## config.mk

```make
export PLATFORM = sky130hd
export DESIGN_NAME = plain_text_charset_sniffer
export DESIGN_NICKNAME = d
export VERILOG_FILES = /design/src/hdl/ptcs_pkg.sv /design/src/hdl/plain_text_charset_sniffer.sv
export SDC_FILE = /design/constraint.sdc
export NUM_CORES = 1
export LEC_CHECK = 0
export BUFFER_PORTS_ARGS = -buffer_cell sky130_fd_sc_hd__buf_2
export CAP_MARGIN = 10
export CORE_MARGIN = 4
export CORE_UTILIZATION = 25
export DETAILED_ROUTE_END_ITERATION = 6
export HOLD_SLACK_MARGIN = 0.15
export PLACE_DENSITY = 0.42
export SYNTH_ARGS = -nofsm -noshare
export SYNTH_HDL_FRONTEND = slang
export SYNTH_SLANG_ARGS = --single-unit
```

## constraint.sdc

```tcl
create_clock -name aclk -period 7.75 [get_ports aclk]
set_input_delay 0.3875 -clock aclk [delete_from_list [all_inputs] [get_ports aclk]]
set_output_delay 0.3875 -clock aclk [all_outputs]
set_load 0.02 [all_outputs]
```

## src/hdl/ptcs_pkg.sv

```systemverilog
// Package for the plain-text charset sniffer: cell flags, result codes,
// byte-order-mark bytes and the character classification helpers.
// No dependencies.
package ptcs_pkg;

    localparam int LOOKAHEAD_MARGIN = 4;

    typedef logic [3:0] cell_t;
    typedef logic [2:0] class_t;

    localparam int CELL_START_BIT = 0;
    localparam int CELL_BAD_BIT   = 1;
    localparam int CELL_NUL_BIT   = 2;
    localparam int CELL_CTL_BIT   = 3;

    localparam cell_t CELL_NONE = 4'b0000;
    localparam cell_t CELL_START = 4'b0001;
    localparam cell_t CELL_BAD   = 4'b0010;
    localparam cell_t CELL_NUL   = 4'b0100;
    localparam cell_t CELL_CTL   = 4'b1000;

    localparam class_t CLS_ASCII     = 3'd0;
    localparam class_t CLS_UTF8_BOM  = 3'd1;
    localparam class_t CLS_UTF16_BOM = 3'd2;
    localparam class_t CLS_UTF8      = 3'd3;
    localparam class_t CLS_NOT_TEXT  = 3'd4;

    localparam logic [7:0] BOM8_0  = 8'hEF;
    localparam logic [7:0] BOM8_1  = 8'hBB;
    localparam logic [7:0] BOM8_2  = 8'hBF;
    localparam logic [7:0] BOM16_A = 8'hFE;
    localparam logic [7:0] BOM16_B = 8'hFF;

    localparam logic [7:0]  CH_TAB = 8'd9;
    localparam logic [7:0]  CH_LF  = 8'd10;
    localparam logic [7:0]  CH_CR  = 8'd13;
    localparam logic [15:0] SCAN_LIMIT_RESET = 16'd1024;
    localparam logic [15:0] COUNT_MAX = 16'hFFFF;

    function automatic logic is_ctl(input logic [20:0] v);
        logic r;
        r = (v != 21'd0) && (v < 21'd32) && (v != 21'(CH_TAB))
            && (v != 21'(CH_LF)) && (v != 21'(CH_CR));
        return r;
    endfunction

    function automatic cell_t classify_value(input logic [20:0] v);
        cell_t r;
        if (v == 21'd0) begin
            r = CELL_NUL;
        end else if (is_ctl(v)) begin
            r = CELL_CTL;
        end else begin
            r = CELL_NONE;
        end
        return r;
    endfunction

    function automatic logic [15:0] sat_inc(input logic [15:0] v);
        logic [15:0] r;
        r = (v == COUNT_MAX) ? v : v + 16'd1;
        return r;
    endfunction

    // count * 100 <= len, the same as count <= len / 100
    function automatic logic under_limit(input logic [15:0] cnt, input logic [31:0] len);
        logic [22:0] x100;
        x100 = {1'b0, cnt, 6'b0} + {2'b0, cnt, 5'b0} + {5'b0, cnt, 2'b0};
        return {9'b0, x100} <= len;
    endfunction

endpackage

```

## src/hdl/plain_text_charset_sniffer.sv

```systemverilog
// Top level of the plain-text charset sniffer: byte check, UTF-8 decoder
// and classifier in one pass. Depends on ptcs_pkg.
//
// Usage: bytes of a buffer arrive on the s_ channel (s_data_byte, with
// s_last_byte on the final beat and s_total_length carried with it). Only
// the first scan_limit bytes feed the checks; later bytes only advance the
// position and BOM head bytes. The beat that carries s_last_byte yields one
// m_charset_class beat: 0 ASCII, 1 UTF-8 by BOM, 2 UTF-16 by BOM, 3 decoded
// UTF-8, 4 not text. Afterwards all buffer state clears for the next buffer.
// Throughput is one byte per cycle while s_ready is high; the result
// appears in m_charset_class in the cycle after the last byte is taken,
// from the output register. s_ready drops only while a result is held in
// the output register and the receiver stalls it; a waiting result is never
// overwritten. cfg_valid/cfg_data write scan_limit (reset 1024); cfg_ready
// is always high. The user makes writes while the block is idle; unenforced.
// Reset (aresetn low, synchronous) clears m_valid and all state but class_reg.
module plain_text_charset_sniffer (
    input  logic        aclk,
    input  logic        aresetn,
    input  logic        cfg_valid,
    output logic        cfg_ready,
    input  logic [15:0] cfg_data,
    input  logic        s_valid,
    output logic        s_ready,
    input  logic [7:0]  s_data_byte,
    input  logic        s_last_byte,
    input  logic [31:0] s_total_length,
    output logic        m_valid,
    input  logic        m_ready,
    output logic [2:0]  m_charset_class
);

    logic [15:0]          scan_limit_reg;
    logic [15:0]          pos_reg, pos_next;
    logic                 aok_reg, aok_next;
    logic                 anul_reg, anul_next;
    logic [15:0]          actl_reg, actl_next;
    logic [7:0]           head_reg [3];
    logic [7:0]           head_next [3];
    logic [1:0]           rem_reg, rem_next;
    logic [20:0]          cp_reg, cp_next;
    ptcs_pkg::cell_t      cell_reg [ptcs_pkg::LOOKAHEAD_MARGIN];
    ptcs_pkg::cell_t      cell_next [ptcs_pkg::LOOKAHEAD_MARGIN];
    logic                 uinv_reg, uinv_next;
    logic                 unul_reg, unul_next;
    logic [15:0]          uctl_reg, uctl_next;
    logic                 m_valid_reg, m_valid_next;
    ptcs_pkg::class_t     class_reg, class_next;

    logic                 s_fire;
    logic                 halted;
    ptcs_pkg::cell_t      old_cell;
    ptcs_pkg::cell_t      flag;
    logic [20:0]          cp_new;

    assign cfg_ready       = 1'b1;
    assign s_ready         = !m_valid_reg || m_ready;
    assign s_fire          = s_valid && s_ready;
    assign m_valid         = m_valid_reg;
    assign m_charset_class = class_reg;

    always_comb begin
        pos_next  = pos_reg;
        aok_next  = aok_reg;
        anul_next = anul_reg;
        actl_next = actl_reg;
        head_next = head_reg;
        rem_next  = rem_reg;
        cp_next   = cp_reg;
        cell_next = cell_reg;
        uinv_next = uinv_reg;
        unul_next = unul_reg;
        uctl_next = uctl_reg;
        class_next = class_reg;
        m_valid_next = m_valid_reg && !m_ready;
        halted   = 1'b0;
        old_cell = cell_reg[ptcs_pkg::LOOKAHEAD_MARGIN-1];
        flag     = ptcs_pkg::CELL_NONE;
        cp_new   = {cp_reg[14:0], s_data_byte[5:0]};

        if (s_fire) begin
            if (pos_reg < 16'd3) begin
                head_next[pos_reg[1:0]] = s_data_byte;
            end
            if (pos_reg < scan_limit_reg) begin
                if (s_data_byte == 8'd0) begin
                    anul_next = 1'b1;
                end else if (ptcs_pkg::is_ctl({13'd0, s_data_byte})) begin
                    actl_next = ptcs_pkg::sat_inc(actl_reg);
                end
                if (s_data_byte[7]) begin
                    aok_next = 1'b0;
                end

                if (old_cell[ptcs_pkg::CELL_START_BIT]) begin
                    if (old_cell[ptcs_pkg::CELL_BAD_BIT]) uinv_next = 1'b1;
                    if (old_cell[ptcs_pkg::CELL_NUL_BIT]) unul_next = 1'b1;
                    if (old_cell[ptcs_pkg::CELL_CTL_BIT]) begin
                        uctl_next = ptcs_pkg::sat_inc(uctl_reg);
                    end
                end
                for (int i = ptcs_pkg::LOOKAHEAD_MARGIN - 1; i > 0; i--) begin
                    cell_next[i] = cell_reg[i-1];
                end
                cell_next[0] = ptcs_pkg::CELL_NONE;

                halted = uinv_next;
                for (int i = 1; i < ptcs_pkg::LOOKAHEAD_MARGIN; i++) begin
                    halted = halted | cell_next[i][ptcs_pkg::CELL_BAD_BIT];
                end

                if (halted) begin
                    rem_next = 2'd0;
                end else if (rem_reg != 2'd0) begin
                    if (s_data_byte[7:6] == 2'b10) begin
                        cp_next  = cp_new;
                        rem_next = rem_reg - 2'd1;
                        if (rem_reg == 2'd1) begin
                            flag = ptcs_pkg::classify_value(cp_new);
                        end
                    end else begin
                        flag     = ptcs_pkg::CELL_BAD;
                        rem_next = 2'd0;
                    end
                    if (cell_next[1][ptcs_pkg::CELL_START_BIT]) begin
                        cell_next[1] = cell_next[1] | flag;
                    end else if (cell_next[2][ptcs_pkg::CELL_START_BIT]) begin
                        cell_next[2] = cell_next[2] | flag;
                    end else begin
                        cell_next[3] = cell_next[3] | flag;
                    end
                end else begin
                    cell_next[0] = ptcs_pkg::CELL_START;
                    if (!s_data_byte[7]) begin
                        cell_next[0] = ptcs_pkg::CELL_START
                            | ptcs_pkg::classify_value({13'd0, s_data_byte});
                    end else if (s_data_byte[7:5] == 3'b110) begin
                        cp_next  = {16'd0, s_data_byte[4:0]};
                        rem_next = 2'd1;
                    end else if (s_data_byte[7:4] == 4'b1110) begin
                        cp_next  = {17'd0, s_data_byte[3:0]};
                        rem_next = 2'd2;
                    end else if (s_data_byte[7:3] == 5'b11110) begin
                        cp_next  = {18'd0, s_data_byte[2:0]};
                        rem_next = 2'd3;
                    end else begin
                        cell_next[0] = ptcs_pkg::CELL_START | ptcs_pkg::CELL_BAD;
                    end
                end
            end
            pos_next = ptcs_pkg::sat_inc(pos_reg);

            if (s_last_byte) begin
                if (aok_next && !anul_next
                    && ptcs_pkg::under_limit(actl_next, s_total_length)) begin
                    class_next = ptcs_pkg::CLS_ASCII;
                end else if (s_total_length >= 32'd3 && head_next[0] == ptcs_pkg::BOM8_0
                    && head_next[1] == ptcs_pkg::BOM8_1
                    && head_next[2] == ptcs_pkg::BOM8_2) begin
                    class_next = ptcs_pkg::CLS_UTF8_BOM;
                end else if (s_total_length >= 32'd2
                    && ((head_next[0] == ptcs_pkg::BOM16_A && head_next[1] == ptcs_pkg::BOM16_B)
                    || (head_next[0] == ptcs_pkg::BOM16_B
                        && head_next[1] == ptcs_pkg::BOM16_A))) begin
                    class_next = ptcs_pkg::CLS_UTF16_BOM;
                end else if (!uinv_next && !unul_next
                    && ptcs_pkg::under_limit(uctl_next, s_total_length)) begin
                    class_next = ptcs_pkg::CLS_UTF8;
                end else begin
                    class_next = ptcs_pkg::CLS_NOT_TEXT;
                end
                m_valid_next = 1'b1;

                pos_next  = 16'd0;
                aok_next  = 1'b1;
                anul_next = 1'b0;
                actl_next = 16'd0;
                for (int i = 0; i < 3; i++) head_next[i] = 8'd0;
                rem_next  = 2'd0;
                cp_next   = 21'd0;
                for (int i = 0; i < ptcs_pkg::LOOKAHEAD_MARGIN; i++) begin
                    cell_next[i] = ptcs_pkg::CELL_NONE;
                end
                uinv_next = 1'b0;
                unul_next = 1'b0;
                uctl_next = 16'd0;
            end
        end
    end

    always_ff @(posedge aclk) begin
        if (!aresetn) begin
            scan_limit_reg <= ptcs_pkg::SCAN_LIMIT_RESET;
            pos_reg  <= 16'd0;
            aok_reg  <= 1'b1;
            anul_reg <= 1'b0;
            actl_reg <= 16'd0;
            for (int i = 0; i < 3; i++) head_reg[i] <= 8'd0;
            rem_reg  <= 2'd0;
            cp_reg   <= 21'd0;
            for (int i = 0; i < ptcs_pkg::LOOKAHEAD_MARGIN; i++) begin
                cell_reg[i] <= ptcs_pkg::CELL_NONE;
            end
            uinv_reg <= 1'b0;
            unul_reg <= 1'b0;
            uctl_reg <= 16'd0;
            m_valid_reg <= 1'b0;
        end else begin
            if (cfg_valid) begin
                scan_limit_reg <= cfg_data;
            end
            pos_reg  <= pos_next;
            aok_reg  <= aok_next;
            anul_reg <= anul_next;
            actl_reg <= actl_next;
            head_reg <= head_next;
            rem_reg  <= rem_next;
            cp_reg   <= cp_next;
            cell_reg <= cell_next;
            uinv_reg <= uinv_next;
            unul_reg <= unul_next;
            uctl_reg <= uctl_next;
            m_valid_reg <= m_valid_next;
        end
    end

    always_ff @(posedge aclk) begin
        class_reg <= class_next;
    end

endmodule

```

==> Yosys cells after proc, flatten, opt, wreduce, memory -nomap -nowiden <==
Index checks and enable logic that the tools add are counted.
{ "totals": {"out_inout_bits": 6, "wordCells": 201, "regBits": 129, "in_bits": 62} }
{ "op_classes": {"bitwise": 7, "reduce_logical": 45, "addsub": 8, "n_mux": 86, "n_lt_le_gt_ge": 10, "n_eq_ne": 24} }
{ "op_table": {"columns": ["operator", "n"], "rows": [
  ["two-way mux 16 bit", 17],
  ["two-way mux 15 bit", 9],
  ["two-way mux 24 bit", 3],
  [">= comparator 32 x 2 -> 1 bit (second input constant)", 2],
  ["less-or-equal comparator 23 x 32 -> 1 bit", 2],
  ["!= test 21 x 4 -> 1 bit (second input constant)", 3],
  ["two-way mux 4 bit", 15],
  ["== test 8 bit (second input constant)", 7],
  ["adder 16 x 1 -> 16 bit (second input constant)", 3],
  ["== test 16 bit (second input constant)", 3],
  ["adder 22 x 21 -> 23 bit", 2],
  ["adder 23 x 18 -> 23 bit", 2],
  ["two-way mux 2 bit", 13],
  ["bitwise mux 24 bit", 1],
  ["!= test 8 x 4 -> 1 bit (second input constant)", 3],
  ["two-way mux 1 bit", 23],
  ["logical AND 1 bit", 21],
  ["logical NOT 21 bit", 1],
  ["less-than comparator 21 x 6 -> 1 bit (second input constant)", 1],
  ["nonzero test 21 bit", 1],
  ["demux 8 bit (select 2 bit)", 1],
  ["less-than comparator 16 bit", 1],
  ["less-than comparator 16 x 2 -> 1 bit (second input constant)", 1],
  ["two-way mux 8 bit", 2],
  ["other kinds (30)", 43]
]} }

==> Depth between registers and ports, before layout <==
{ "logic_depth": {"word_depth": 20, "mapped_depth": 29, "mapped_depth_nobuf": 28} }

==> Least setup slack after synthesis <==
Ideal clock, no wire load.
{ "synth_timing": {"path_type": "register -> register", "startpoint": "register pos_reg[15]", "endpoint": "register class_reg[2] (netlist: m_charset_class[2]) (data pin)", "setup_time_ps": 256, "stages_incl_launch_ff": 27, "setup_slack_ps": 1437, "synth_period_minus_slack_ps": 6313, "arrival_time_ps": 6056, "path_cell_list": "dfxtp_1 -> ha_1 -> nand4_1 -> or4_1 -> o211a_1 -> clkbuf_1 -> nand4_1 -> xnor2_1 -> inv_1 -> fa_1 -> ha_1 -> inv_1 -> fa_1 -> nor2b_1 -> o31a_1 -> o211ai_1 -> nand2_1 -> a211oi_1 -> nor2_1 -> xor2_1 -> ha_1 -> a21o_1 -> a21o_1 -> a2111oi_0 -> a2111oi_0 -> a2111oi_0 -> and4b_1"} }
{ "synth_via": {"elab_chain_cells": 8, "word_cells_on_any_way": 45} }
{ "synth_lines": {"columns": ["item", "line", "rtl"], "rows": [
  ["from (decl)", "plain_text_charset_sniffer.sv:34", "logic [15:0] pos_reg, pos_next;"],
  ["from (signal assigned)", "plain_text_charset_sniffer.sv:212", "pos_reg <= pos_next;"],
  ["less-than comparator 16 bit / less-than comparator 16 x 2 -> 1 bit (equally long branches)", "plain_text_charset_sniffer.sv:85, plain_text_charset_sniffer.sv:82", null],
  ["two-way mux 16 bit / two-way mux 24 bit (equally long branches)", "plain_text_charset_sniffer.sv:85, plain_text_charset_sniffer.sv:82", null],
  ["two-way mux 16 bit / two-way mux 24 bit (equally long branches)", "plain_text_charset_sniffer.sv:81", "if (s_fire) begin"],
  ["adder 22 x 21 -> 23 bit (tied with other cells)", "ptcs_pkg.sv:68", "x100 = {1'b0, cnt, 6'b0} + {2'b0, cnt, 5'b0} + {5'b0, cnt, 2'b0};"],
  ["adder 23 x 18 -> 23 bit (tied with other cells)", "ptcs_pkg.sv:68", null],
  ["less-or-equal comparator 23 x 32 -> 1 bit (tied with other cells)", "ptcs_pkg.sv:69", "return {9'b0, x100} <= len;"],
  ["logical AND 1 bit, on equally long branches", null, null],
  ["OR reduction 3 bit (no line) / two-way mux 3 bit (equally long branches)", null, null],
  ["to (signal assigned)", "plain_text_charset_sniffer.sv:228", "class_reg <= class_next;"],
  ["to (decl)", "plain_text_charset_sniffer.sv:48", "ptcs_pkg::class_t class_reg, class_next;"]
]} }
Several ways; a longest one is shown, not always the timed one. The select of a mux whose other input is x is not followed.
A chain may end at the register's enable or synchronous reset.

==> Final worst setup path <==
{ "layout_timing": {"startpoint": "register pos_reg[14]", "endpoint": "register class_reg[2] (netlist: m_charset_class[2]) (data pin)"} }
The elaborated chain is that of the path after synthesis.

==> flow_metrics.env <==
export IMPL_status="completed"
export IMPL_initial_core_util_pct=25.5
export IMPL_yosysWarnings=0
export IMPL_slew_violations=0
export IMPL_antenna_found_initial=0
export IMPL_crit_arrival_ps=7300
export IMPL_synth_top_area_share_pct=23.5
export IMPL_largest_register_ffs=24
export IMPL_drt_total_wl_microns=32900
export IMPL_cpMaxStageDelayCell="or4_1"
export IMPL_ir_drop_mv=0.115
export IMPL_synth_nets=1511
export IMPL_die_y_microns=215
export IMPL_die_w_microns=215
export IMPL_drt_first_iter_violations=676
export IMPL_netlist_top_cells_count="126 x dfxtp_1, 108 x ha_1, 105 x nand2_1, 84 x inv_1, 72 x nor2_1"
export IMPL_combPwrFrac_pct=11.2
export IMPL_critical_path_max_stage_delay_ps=680
export IMPL_synth_distinct_cells=89
export IMPL_synth_seq_cells=129
export IMPL_yosys_most_used_dff="dfxtp_1"
export IMPL_port_buffers=66
export IMPL_insertedDiodeCount=0
export IMPL_track_usage_pct=14.1
export IMPL_cap_violations=0
export IMPL_crit_top_cell="ha_1"
export IMPL_worstSetupPathType="register to register"
export IMPL_p_int_w=0.00134
export IMPL_synth_simple_gate_area_share_pct=24.0
export IMPL_grt_max_degree=92
export IMPL_postSynth_asyncResetShare_pct=0
export IMPL_synth_top_family_by_area="simple AND/OR/NAND/NOR gates"
export IMPL_crit_fanout=10
export IMPL_yosys_area_top_type="dfxtp_1"
export IMPL_dr_pass1_iters=5
export IMPL_switching_share_pct=25.1
export IMPL_cts_sinks=129
export IMPL_syn_inst=1320
export IMPL_hold_worst_slack_ps=189
export IMPL_rows=75
export IMPL_min_period_ps=7120
export IMPL_numCtsBuffers=17
export IMPL_syn_cell_area_sq_um=10800
export IMPL_hp_class="input port to register"
export IMPL_postSynthAreaPerCell_sq_um=8.15
export IMPL_post_dp_hpwl_microns=25300
export IMPL_die_area_sq_um=46400
export IMPL_crit_path_start_kind="register"
export IMPL_timing_rr_start="pos_reg[14]$_SDFFE_PN0P_"
export IMPL_wl_per_cell_microns=17.2
export IMPL_finalHoldViolCount=0
export IMPL_coreArea_sq_um=42200
export IMPL_drtAntennaViolNets=0
export IMPL_nets=1546
export IMPL_grt_pass1_vias=9497
export IMPL_crit_chain="ha_1 -> nand4_1 -> or4_1 -> o211ai_2 -> or3_1 -> mux2i_1 -> inv_1 -> fa_1 -> ha_1 -> or3_1 -> a211oi_1 -> nor2_1 -> xor2_1 -> ha_1 -> a21o_1 -> a21o_1 -> a2111oi_0 -> a2111oi_0 -> a2111oi_2 -> and4b_1"
export IMPL_rsz0062_at_grt="false"
export IMPL_cts_tree="built"
export IMPL_end_kind="register"
export IMPL_clock_path_buffers=2
export IMPL_synthMuxAreaShare_pct=2.27
export IMPL_setup_viol=0
export IMPL_max_slew_margin_pct=20.0
export IMPL_syn2layout_area_growth_pct=14.1
export IMPL_io_pins=68
export IMPL_yosysMostFrequentCell="dfxtp_1"
export IMPL_synthAdderAreaFrac_pct=16.5
export IMPL_required_ps=7930
export IMPL_synth_enable_flop_cells=3
export IMPL_path_clk_slew_ps=60
export IMPL_drc_errors=0
export IMPL_viasPerCell=5.06
export IMPL_insertion_delay_ps=420
export IMPL_vias=9653
export IMPL_grt_pass1_wl_microns=53300
export IMPL_root_buffer="clkbuf_16"
export IMPL_synth_compound_area_share_pct=22.0
export IMPL_ys_seq_area_share_pct=24.3
export IMPL_p_leak_nw=5.30
export IMPL_powerDensity_nw_per_um2=146
export IMPL_routabilityCongestion=0.821
export IMPL_final_layout_size_suffix_gt1_share_pct=10.2
export IMPL_synth_xor_area_share_pct=5.70
export IMPL_seqPwrFrac_pct=38.3
export IMPL_grt_ovfl_total=0
export IMPL_yosys_top_cells_area="dfxtp_1 23%, ha_1 13%, fa_1 3.9%"
export IMPL_max_freq_ghz=0.140
export IMPL_power_share_clock_pct=50.4
export IMPL_fin_setup_tns_ps=0
export IMPL_tightest_slew_ps=1170
export IMPL_hp_start="cfg_data[10]"
export IMPL_critPathLaunch="pos_reg[14]$_SDFFE_PN0P_"
export IMPL_clock_skew_ps=9.24
export IMPL_fillers=4517
export IMPL_cts_htree_levels=4
export IMPL_p_switching_w=0.000452
export IMPL_period_share_pct=91.9
[worst max-delay path, delay by kind of cell, from the launching register on]
family          cells  cell delay [ps]
simple gates        6             1830
compound gates      7             2380
buf+inv             1              230
flops               1              370
fa+ha+maj           4             1350
mux                 1              560
xor+xnor            1              150
[power by group through the flow]
stage               registers [W]  clock network, W  logic, W
CTS                      0.000688          0.000926  0.000203
global route             0.000690          0.000958  0.000225
floorplan                0.000700                 0  0.000129
finish                   0.000688          0.000906  0.000202
global placement         0.000702                 0  0.000201
detailed placement       0.000703                 0  0.000202
[cell type report]
| type | count | area [sq um] | share of cell area (%) |
|---|---|---|---|
| Sequential cell | 129 | 2610 | 21.3 |
| Clock buffer | 22 | 474 | 3.86 |
| Multi-Input combinational cell | 1045 | 7600 | 61.9 |
| Inverter | 84 | 315 | 2.57 |
| Clock inverter | 10 | 180 | 1.47 |
| Timing Repair Buffer | 78 | 420 | 3.42 |
| Tap cell | 539 | 674 | 5.49 |
[per-stage QoR]
step	cell area, sq um	util (%)	power [W]	worst slack, ps	std cells
finish	12300	29.1	0.00180	630	1907
global route	12300	29.1	0.00187	36.4	1907
CTS	12200	29.0	0.00182	182	1907
detailed placement	11600	27.5	0.000905	167	1875
global placement	11600	27.5	0.000904	388	1875
floorplan	10800	-	0.000829	1440	1320
[kinds of logic after synthesis]
family,Yosys count
AO/OA/AOI/OAI,338
XOR/XNOR,70
adder cells (fa/ha/maj),129
buffers and inverters,146
flip-flops,129
multiplexers,24
other,1
AND/OR/NAND/NOR,483
[repair_timing]
action / CTS / global route
setup buffers: 0 / 0
gates resized for setup: 0 / 6
hold buffers: 0 / 0
setup endpoints to repair: 0 / 3
[cell usage in the layout (no fill, tap or decap), types with 30 or more instances in the layout]
cell     synthesis  layout
nor2b_1         54      54
nand3_1         60      60
a22oi_1         30      30
a21oi_1         59      59
o21ai_0         59      58
buf_2            9      66
inv_1           84      84
nor2_1          72      72
nand4_1         35      35
nand2_1        105     105
dfxtp_1        126     126
ha_1           108     108
xnor2_1         48      48
[metal layers]
layer / vias to the layer above / part of all wire (%) / global-route usage [%] / wire (microns)
met4: 0 / 1.4 / 3.37 / 461
met3: 31 / 3.6 / 2.14 / 1200
met5: - / 0 / 0 / 0
li1: 4902 / - / - / -
met2: 168 / 43 / 21.5 / 14100
met1: 4552 / 52 / 20.9 / 17100
[final timing paths]
path	endpoint	slack, ps	cells past startpoint
worst max-delay path	m_charset_class[2]$_SDFFCE_PP0P_	630	20
worst min-delay path	scan_limit_reg[10]$_SDFFE_PN1P_	190	3
worst max register to register	m_charset_class[2]$_SDFFCE_PP0P_	630	20
worst min register to register	anul_reg$_SDFFE_PN0P_	460	1
No activity file was read; power rests on OpenSTA's default activity.
